**src/design/rle_sprite_rgb555_expander_unit_macros.svh**
```systemverilog
// ----------------------------------------------------------------------------
// rle sprite expander assertion macros
// concurrent check wrappers, removed for synthesis
// ----------------------------------------------------------------------------
`ifndef RLE_SPRITE_RGB555_EXPANDER_UNIT_MACROS_SVH
`define RLE_SPRITE_RGB555_EXPANDER_UNIT_MACROS_SVH

`ifndef SYNTHESIS
// check sampled on clk, ignored while reset is asserted
`define RSE_ASSERT(label, prop, msg) \
  label: assert property (@(posedge clk) disable iff (!rst_n) prop) else $error(msg);
// check sampled on clk, also during reset
`define RSE_ASSERT_ALWAYS(label, prop, msg) \
  label: assert property (@(posedge clk) prop) else $error(msg);
`else
`define RSE_ASSERT(label, prop, msg)
`define RSE_ASSERT_ALWAYS(label, prop, msg)
`endif

`endif

```
**src/design/rse_pkg.sv**
```systemverilog
// ----------------------------------------------------------------------------
// rse_pkg
// types, phase codes and pixel expansion for the rle sprite expander
// ----------------------------------------------------------------------------
`timescale 1ns / 1ps

package rse_pkg;

  // marker control byte that announces a transparent skip count
  localparam logic [7:0] SKIP_MARK  = 8'd255;
  localparam logic [7:0] ALPHA_FULL = 8'hFF;

  // input transaction
  typedef struct packed {
    logic [7:0] data_byte;
    logic       last_byte;
  } in_item_t;

  // result transaction
  typedef struct packed {
    logic [31:0] out_word;
    logic        record_end;
  } out_item_t;

  // parser result toward the output register
  typedef struct packed {
    logic      emit;
    out_item_t item;
  } parse_res_t;

  // parser phases, one-hot
  typedef enum logic [3:0] {
    PH_CONTROL = 4'b0001,
    PH_SKIP    = 4'b0010,
    PH_LOW     = 4'b0100,
    PH_HIGH    = 4'b1000
  } phase_t;

  // rgb555 to opaque argb8888, each channel padded with its own top bits
  function automatic logic [31:0] expand_pixel(input logic [15:0] p);
    return {ALPHA_FULL,
            p[14:10], p[14:12],
            p[9:5],   p[9:7],
            p[4:0],   p[4:2]};
  endfunction

endpackage

```
**src/design/rse_parser.sv**
```systemverilog
// ----------------------------------------------------------------------------
// rse_parser
// record phase tracking and word generation for one byte per cycle while fire is high
// ----------------------------------------------------------------------------
`timescale 1ns / 1ps
`include "rle_sprite_rgb555_expander_unit_macros.svh"

module rse_parser (
  input  logic              clk,
  input  logic              rst_n,
  input  logic              fire,
  input  rse_pkg::in_item_t item,
  output rse_pkg::parse_res_t res
);

  rse_pkg::phase_t phase_r, phase_nxt;
  logic [7:0]      pixels_left_r, pixels_left_nxt;
  logic [7:0]      pixel_low_r, pixel_low_nxt;
  logic [7:0]      pixels_dec;

  assign pixels_dec = pixels_left_r - 8'd1;

  // next state and result for the byte at the head of the pipe
  always_comb begin
    phase_nxt           = phase_r;
    pixels_left_nxt     = pixels_left_r;
    pixel_low_nxt       = pixel_low_r;
    res.emit            = 1'b0;
    res.item.out_word   = {24'd0, item.data_byte};
    res.item.record_end = item.last_byte;
    unique case (phase_r)
      rse_pkg::PH_CONTROL: begin
        res.emit = 1'b1;
        if (item.data_byte == rse_pkg::SKIP_MARK) begin
          phase_nxt = rse_pkg::PH_SKIP;
        end else if (item.data_byte != 8'd0) begin
          pixels_left_nxt = item.data_byte;
          phase_nxt       = rse_pkg::PH_LOW;
        end
      end
      rse_pkg::PH_SKIP: begin
        res.emit  = 1'b1;
        phase_nxt = rse_pkg::PH_CONTROL;
      end
      rse_pkg::PH_LOW: begin
        pixel_low_nxt = item.data_byte;
        phase_nxt     = rse_pkg::PH_HIGH;
      end
      rse_pkg::PH_HIGH: begin
        res.emit          = 1'b1;
        res.item.out_word = rse_pkg::expand_pixel({item.data_byte, pixel_low_r});
        pixels_left_nxt   = pixels_dec;
        phase_nxt         = (pixels_dec != 8'd0) ? rse_pkg::PH_LOW : rse_pkg::PH_CONTROL;
      end
      default: begin
        phase_nxt = rse_pkg::PH_CONTROL;
      end
    endcase
    // record end drops whatever run is left over
    if (item.last_byte) begin
      phase_nxt       = rse_pkg::PH_CONTROL;
      pixels_left_nxt = 8'd0;
      pixel_low_nxt   = 8'd0;
    end
  end

  // parser state
  always_ff @(posedge clk) begin
    if (!rst_n) begin
      phase_r       <= rse_pkg::PH_CONTROL;
      pixels_left_r <= 8'd0;
      pixel_low_r   <= 8'd0;
    end else if (fire) begin
      phase_r       <= phase_nxt;
      pixels_left_r <= pixels_left_nxt;
      pixel_low_r   <= pixel_low_nxt;
    end
  end

  // a pixel phase always owes at least one pixel
  `RSE_ASSERT(a_run_nonzero,
    (phase_r == rse_pkg::PH_LOW || phase_r == rse_pkg::PH_HIGH) |-> (pixels_left_r != 8'd0),
    "pixel phase with empty run")
  // the last byte of a record returns the parser to the control phase
  `RSE_ASSERT(a_last_resets,
    (fire && item.last_byte) |=> (phase_r == rse_pkg::PH_CONTROL && pixels_left_r == 8'd0),
    "parser not back in control phase after last byte")
  // a skip count is followed by a control byte
  `RSE_ASSERT(a_skip_then_control,
    (fire && phase_r == rse_pkg::PH_SKIP) |=> (phase_r == rse_pkg::PH_CONTROL),
    "skip count not followed by control phase")

endmodule

```
**src/design/rle_sprite_rgb555_expander_unit.sv**
```systemverilog
// ----------------------------------------------------------------------------
// rle_sprite_rgb555_expander_unit
// rle sprite record to argb8888 word stream expander
// ----------------------------------------------------------------------------
// usage:
//   in_item carries one byte of a compressed sprite record and its last-byte
//   flag; out_item carries one 32-bit word and its record-end flag. both
//   channels move a transaction on a rising edge with valid high and stall
//   low.
//   control bytes and skip counts come out unchanged, each two-byte rgb555
//   pixel comes out as one opaque argb8888 word, and a pixel low byte
//   produces no word.
//   each byte is held in the input register, then passes through the parser
//   into the output register.
//   throughput is one byte per cycle while out_stall is low; the parser
//   phase update is the only loop.
//   reset clears the valid flags of both pipeline registers and returns the
//   parser to the control phase; the first byte after reset is a control byte.
//   while out_stall holds a word, in_stall rises once the input register is
//   full; no transaction is lost or repeated.
// ----------------------------------------------------------------------------
`timescale 1ns / 1ps

module rle_sprite_rgb555_expander_unit (
  input  logic               clk,
  input  logic               rst_n,
  input  logic               in_valid,
  output logic               in_stall,
  input  rse_pkg::in_item_t  in_item,
  output logic               out_valid,
  input  logic               out_stall,
  output rse_pkg::out_item_t out_item
);

  logic                in_valid_r;
  rse_pkg::in_item_t   in_item_r;
  logic                out_valid_r;
  rse_pkg::out_item_t  out_item_r;
  logic                advance;
  logic                fire;
  rse_pkg::parse_res_t res;

  // output register free or draining this cycle
  assign advance  = !out_valid_r || !out_stall;
  assign fire     = in_valid_r && advance;
  assign in_stall = in_valid_r && !advance;

  // input register
  always_ff @(posedge clk) begin
    if (!rst_n) begin
      in_valid_r <= 1'b0;
    end else if (!in_stall) begin
      in_valid_r <= in_valid;
    end
  end

  always_ff @(posedge clk) begin
    if (in_valid && !in_stall) begin
      in_item_r <= in_item;
    end
  end

  rse_parser u_parser (
    .clk   (clk),
    .rst_n (rst_n),
    .fire  (fire),
    .item  (in_item_r),
    .res   (res)
  );

  // output register
  always_ff @(posedge clk) begin
    if (!rst_n) begin
      out_valid_r <= 1'b0;
    end else if (advance) begin
      out_valid_r <= fire && res.emit;
    end
  end

  always_ff @(posedge clk) begin
    if (advance) begin
      out_item_r <= res.item;
    end
  end

  assign out_valid = out_valid_r;
  assign out_item  = out_item_r;

endmodule
```
**config.mk**
```make
export PLATFORM = sky130hd
export DESIGN_NAME = rle_sprite_rgb555_expander_unit
export DESIGN_NICKNAME = d
export VERILOG_FILES = /design/src/design/rse_pkg.sv /design/src/design/rse_parser.sv /design/src/design/rle_sprite_rgb555_expander_unit.sv
export VERILOG_INCLUDE_DIRS = /design/src /design/src/design
export SDC_FILE = /design/constraint.sdc
export NUM_CORES = 1
export LEC_CHECK = 0
export BUFFER_PORTS_ARGS = -buffer_cell sky130_fd_sc_hd__buf_4
export CORE_MARGIN = 3
export CORE_UTILIZATION = 45
export DETAILED_ROUTE_END_ITERATION = 8
export HOLD_SLACK_MARGIN = 0.02
export PLACE_DENSITY = 0.69
export REMOVE_ABC_BUFFERS = 1
export SLEW_MARGIN = 15
export SYNTH_ARGS = -nofsm -noshare
export SYNTH_HDL_FRONTEND = slang
export SYNTH_HIERARCHICAL = 1
export SYNTH_SLANG_ARGS = --single-unit
```
**constraint.sdc**
```tcl
create_clock -name clk -period 2.3 [get_ports clk]
set_clock_uncertainty 0.2 [all_clocks]
set_input_delay 0.115 -clock clk [delete_from_list [all_inputs] [get_ports clk]]
set_output_delay 0.115 -clock clk [all_outputs]
set_load 0.05 [all_outputs]
```
After elaboration in Yosys (flattened, before gate mapping)

Index checks and enable logic that the tools add are counted.

Add/sub/neg operators: 1
Eq/ne operators: 8
Multiplexer cells: 13
Reduce and logical (&&, ||, !) cells: 17

Operators with widths:

| kind                                                                    | count |
|---|---|
| 8-bit 2-to-1 mux                                                        | 5 |
| 32-bit 2-to-1 mux                                                       | 1 |
| 8-bit one-hot mux with 2 select lines                                   | 1 |
| 8-bit nonzero test                                                      | 2 |
| 4-bit 2-to-1 mux                                                        | 3 |
| 4-bit one-hot mux with 3 select lines                                   | 1 |
| 8-bit equality test, second input constant                              | 1 |
| 8-bit by 1-bit subtractor with 8-bit output, second input constant      | 1 |
| 4-bit by 1-bit equality test with 1-bit output, second input constant   | 1 |
| 4-bit by 2-bit equality test with 1-bit output, second input constant   | 1 |
| 4-bit by 3-bit equality test with 1-bit output, second input constant   | 1 |
| 4-bit equality test, second input constant                              | 1 |
| 1-bit logical AND                                                       | 4 |
| 1-bit logical NOT                                                       | 4 |
| 4-bit by 2-bit inequality test with 1-bit output, second input constant | 1 |
| 2-bit AND reduction                                                     | 2 |
| 4-bit AND reduction                                                     | 1 |
| 3-bit 2-to-1 mux                                                        | 1 |
| 3-bit by 2-bit inequality test with 1-bit output, second input constant | 1 |
| 3-bit inequality test, second input constant                            | 1 |
| 3-bit nonzero test                                                      | 1 |
| 3-bit OR reduction                                                      | 1 |
| 2-bit nonzero test                                                      | 1 |
| 1-bit logical OR                                                        | 1 |
| 1-bit 2-to-1 mux                                                        | 1 |

Register bits: 64
Bits of input ports: 13
Output and inout bits: 35
Word-level logic and storage cells: 49

Depth between registers and ports, before layout

Word-level depth: 6
Gate-level depth with buffers: 8
Gate-level depth less buffers: 7

Modules after synthesis

The synthesis kept the hierarchy.

By module, submodules not included:

| module                          | instances | cells each | area each (um^2) | sequential area each (um^2) |
|---|---|---|---|---|
| rse_parser                      | 1         | 181        | 1436.4           | 400.4 |
| rle_sprite_rgb555_expander_unit | 1         | 51         | 1347.5           | 1301.2 |

Worst setup path before layout

No wires, ideal clock.

Kind: register to register
Start point: register out_valid_r, in the netlist out_valid
End point: register u_parser.pixel_low_r[5]
Setup time: 118 ps
Arrival: 2573 ps
Data required time: 1982 ps
Path slack: -592 ps
Cell stages (with the launch flop): 8
Path buffers: 2
Period minus slack after synthesis: 2892 ps
Cell sequence: dfxtp_1 -> nand2_1 -> and2_1 -> clkbuf_1 -> and3_1 -> clkbuf_1 -> a22oi_1 -> nor2b_1

Longest elaborated chain between the ends: 4

Ends and longest elaborated chain:

| element                       | RTL line                              | RTL |
|---|---|---|
| from (decl)                   | rle_sprite_rgb555_expander_unit.sv:37 | `logic out_valid_r;` |
| from (signal assigned)        | rle_sprite_rgb555_expander_unit.sv:76 | `out_valid_r <= fire && res.emit;` |
| 1-bit logical NOT             | rle_sprite_rgb555_expander_unit.sv:44 | `assign advance = !out_valid_r \|\| !out_stall;` |
| 1-bit logical OR              | rle_sprite_rgb555_expander_unit.sv:44 |  |
| named net advance             | rle_sprite_rgb555_expander_unit.sv:39 | `logic advance;` |
| 1-bit logical AND             | rle_sprite_rgb555_expander_unit.sv:45 | `assign fire = in_valid_r && advance;` |
| named net fire                | rle_sprite_rgb555_expander_unit.sv:40 | `logic fire;` |
| 2-bit AND reduction (no line) | -                                     |  |
| to (signal assigned)          | rse_parser.sv:76                      | `pixel_low_r <= pixel_low_nxt;` |
| to (decl)                     | rse_parser.sv:18                      | `logic [7:0] pixel_low_r, pixel_low_nxt;` |

The timed path passes the listed nets, and every way through them passes these cells.
A chain may end at the register's enable or synchronous reset.

Worst setup path in the final report

Start point: register u_parser.pixels_left_r[0]
End point: register u_parser.phase_r[2]

Longest elaborated chain between the ends: 5

Ends and longest elaborated chain:

| element                                     | RTL line         | RTL |
|---|---|---|
| from (decl)                                 | rse_parser.sv:17 | `logic [7:0] pixels_left_r, pixels_left_nxt;` |
| from (signal assigned)                      | rse_parser.sv:75 | `pixels_left_r <= pixels_left_nxt;` |
| 8-bit by 1-bit subtractor with 8-bit output | rse_parser.sv:21 | `assign pixels_dec = pixels_left_r - 8'd1;` |
| 8-bit nonzero test                          | rse_parser.sv:53 | `phase_nxt = (pixels_dec != 8'd0) ? rse_pkg::PH_LOW : rse_pkg::PH_CONTROL;` |
| 3-bit 2-to-1 mux                            | rse_parser.sv:53 |  |
| 4-bit one-hot mux with 3 select lines       | rse_parser.sv:31 | `unique case (phase_r)` |
| 4-bit 2-to-1 mux                            | rse_parser.sv:60 | `if (item.last_byte) begin` |
| to (signal assigned)                        | rse_parser.sv:70 | `phase_r <= rse_pkg::PH_CONTROL;` |
| to (signal assigned)                        | rse_parser.sv:74 | `phase_r <= phase_nxt;` |
| to (decl)                                   | rse_parser.sv:16 | `rse_pkg::phase_t phase_r, phase_nxt;` |

Every way passes these cells.

==> results.json <==
{
  "status": "completed",
  "cp.arrival_ps": 2220,
  "wl_met3_um": 359,
  "cp_slowest_cell": "dfxtp_1",
  "whs_ps": 194.4,
  "area_growth_pct": 25.98,
  "synth_xor_area_share_pct": 2.202,
  "period_share_pct": 94.85,
  "synth_compound_area_share_pct": 12.18,
  "dieHeight_um": 84.66,
  "core-area_sq_um": 5956,
  "drive_gt1_share_pct": 28.28,
  "placementRows": 28,
  "clockRootBuffer": "clkbuf_8",
  "met2WireLength_um": 2490,
  "n_antenna_cell": 0,
  "clkTransAtPathRegs_ps": 70,
  "drt-met1-wl_um": 2479,
  "fill_cells": 492,
  "critical_path.cell_chain": "inv_1 > ha_1 > nor4b_2 > buf_4 > xor2_1 > o31ai_1 > a21oi_1 > o211a_1",
  "slew_viol_final": 0,
  "ys_seq_area_share_pct": 61.12,
  "syn_inst": 232,
  "vdd_ir_drop_max_uv": 389.6,
  "ios": 48,
  "post_dp_cell_area_sq_um": 3176,
  "start_util_pct": 46.74,
  "grt_pass1_vias": 1844,
  "crit_type": "reg -> reg",
  "post_cts_buffers": 0,
  "grt_antenna_before_repair": 0,
  "maxCapViolCount": 0,
  "fin_nets": 307,
  "vias": 1893,
  "cp_max_fo": 7,
  "muxShareOfSynthArea_pct": 0.3596,
  "clock_latency_ps": 340,
  "synth_edf_count": 42,
  "clk_path_buf_depth": 2,
  "cts_buffers": 9,
  "ys_ff_latch": 64,
  "port_buffers": 47,
  "yosys.area_share.simple_pct": 16.81,
  "netlist_area_sq_um": 2784,
  "die_area_sq_um": 7166,
  "p_leak_nw": 1.450,
  "slew_headroom_pct": 58.52,
  "rsz0062_at_grt": "false",
  "syn_avg_cell_area_sq_um": 12.00,
  "remaining_drc_errors": 0,
  "initialDrtViolationCount": 95,
  "cp.required_ps": 2340,
  "dr.pass1.iters": 4,
  "globalplace.congestion": 0.7967,
  "clock_sinks": 64,
  "fmaxAchievable_ghz": 0.4584,
  "track_usage_pct": 16.32,
  "cts_tree": "done",
  "utilization_pct": 58.89,
  "synth_flop_cell": "edfxtp_1",
  "final_cells": 372,
  "place_hpwl_um": 3689,
  "synth_top_family_by_area": "simple AND/OR/NAND/NOR gates",
  "final_area_sq_um": 3507,
  "die_w_um": 84.66,
  "hold_viol": 0,
  "ys_types": 45,
  "grt_max_degree": 35,
  "fin_crit_ps": 2181,
  "avgViaCountPerCell": 5.089,
  "h-tree-depth": 3,
  "wirelength_um": 5420,
  "crit_path_end_kind": "flip-flop",
  "gr-total-overflow": 0,
  "yosys_warnings": 6,
  "start_kind": "flip-flop",
  "max_stage_delay_ps": 430,
  "antenna_left": 0,
  "place_inst": 344,
  "synthArstFlopShare_pct": 0,
  "post_drt_wl_per_cell_um": 14.57,
  "highest_layer": "met4",
  "setup_tns_ps": 0,
  "grt_pass1_wl_um": 8983,
  "finalSetupViolations": 0,
  "p_per_area_nw_per_um2": 737.5,
  "synth_fa_ha_area_share_pct": 0.8989,
  "worstHoldPathType": "in -> reg",
  "tightest_slew_ps": 618.0
}
[metal layers]
layer	GRT usage [%]	vias to the layer above
li1	-	954
met1	21.22	867
met3	4.318	10
met5	0	-
met2	23.99	62
met4	10.65	0
[power breakdown]
group          total, mW  switching (mW)  internal [mW]
Clock              0.972           0.462          0.510
Combinational      0.323           0.198          0.124
Sequential          1.29          0.0251           1.27
[sequential cells by signal, summed over array words and instances, names as in the netlist]
signal and count:
u_parser/phase_r 4, in_valid_r 1, out_item 33, out_valid 1, in_item_r 9, u_parser/pixel_low_r 8
u_parser/pixels_left_r 8
[area by class of cell]
| type | count | area (sq um) | share of cell area [%] |
|---|---|---|---|
| Sequential cell | 64 | 1702 | 48.52 |
| Multi-Input combinational cell | 139 | 909.6 | 25.94 |
| Timing Repair Buffer | 73 | 578.1 | 16.48 |
| Clock buffer | 9 | 123.9 | 3.532 |
| Tap cell | 75 | 93.84 | 2.676 |
| Clock inverter | 7 | 81.33 | 2.319 |
| Inverter | 5 | 18.77 | 0.5351 |
[synth_stat cells, types with 2 or more instances]
master    number  area (sq um)
edfxtp_1      42          1261
nand2_1       25         93.84
dfxtp_1       22         440.4
buf_4         14         105.1
nor2_1        13         48.80
and2_1        11         68.82
nor2b_1       11         68.82
nand3_1       10         50.05
a22oi_1        8         60.06
o31ai_1        7         52.55
clkbuf_1       6         22.52
o21ai_0        6         30.03
inv_1          5         18.77
xor2_1         5         43.79
a21boi_0       4         30.03
nor4_1         3         18.77
o21a_1         3         22.52
o41ai_1        3         26.28
buf_6          2         22.52
ha_1           2         25.02
nand4_1        2         12.51
nor4b_1        2         17.52
o21ai_1        2         10.01
or4_1          2         15.01
xnor2_1        2         17.52
[kinds of logic (layout without fill, tap and decap cells)]
logic type	count (synthesis)	in the layout
AO/OA/AOI/OAI	42	42
adder cells (fa/ha/maj)	2	2
AND/OR/NAND/NOR	87	87
flip-flops	64	64
buffers and inverters	29	94
multiplexers	1	1
XOR/XNOR	7	7
[metrics by stage]
stage	setup WS, ps	power [mW]
global route	4.825	2.702
floorplan	-422.1	1.513
detailed placement	152.3	1.624
finish	118.6	2.586
CTS	146.7	2.616
global placement	197.9	1.620
[final timing paths]
kind         slack, ps                              startpoint  cells after the start                               end
max reg2reg        120  u_parser/pixels_left_r[0]$_SDFFE_PN0P_                      8  u_parser/phase_r[2]$_SDFFE_PN0P_
min reg2reg        280                 in_valid_r$_SDFFE_PN0N_                      2            out_valid$_SDFFE_PN0P_
max                120  u_parser/pixels_left_r[0]$_SDFFE_PN0P_                      8  u_parser/phase_r[2]$_SDFFE_PN0P_
min                190                               out_stall                      3             out_item[0]$_DFFE_PP_
[layout by cell type, fill, tap and decap left out, drive strengths merged, types with 6 or more instances in the layout]
master	instances
buf	61
edfxtp	42
nand2	25
dfxtp	22
nor2	13
dlygate4sd3	12
nor2b	11
and2	11
nand3	10
clkbuf	9
a22oi	8
o21ai	8
o31ai	7
inv	6
[timing repair]
action	4_1_cts	5_1_grt
endpoints found under the setup margin	0	2
hold endpoints to repair	31	0
resized for setup	0	1
hold buffers	12	0
[critical path: cells and delay by family, from the launching register on]
kind	cells	cell delay, ps
XOR/XNOR	1	130
buffers and inverters	2	240
AND/OR/NAND/NOR	1	180
flip-flops	1	430
AO/OA/AOI/OAI	3	640
adder cells (fa/ha/maj)	1	260
Note: power is estimated with default switching activity, not from simulation.
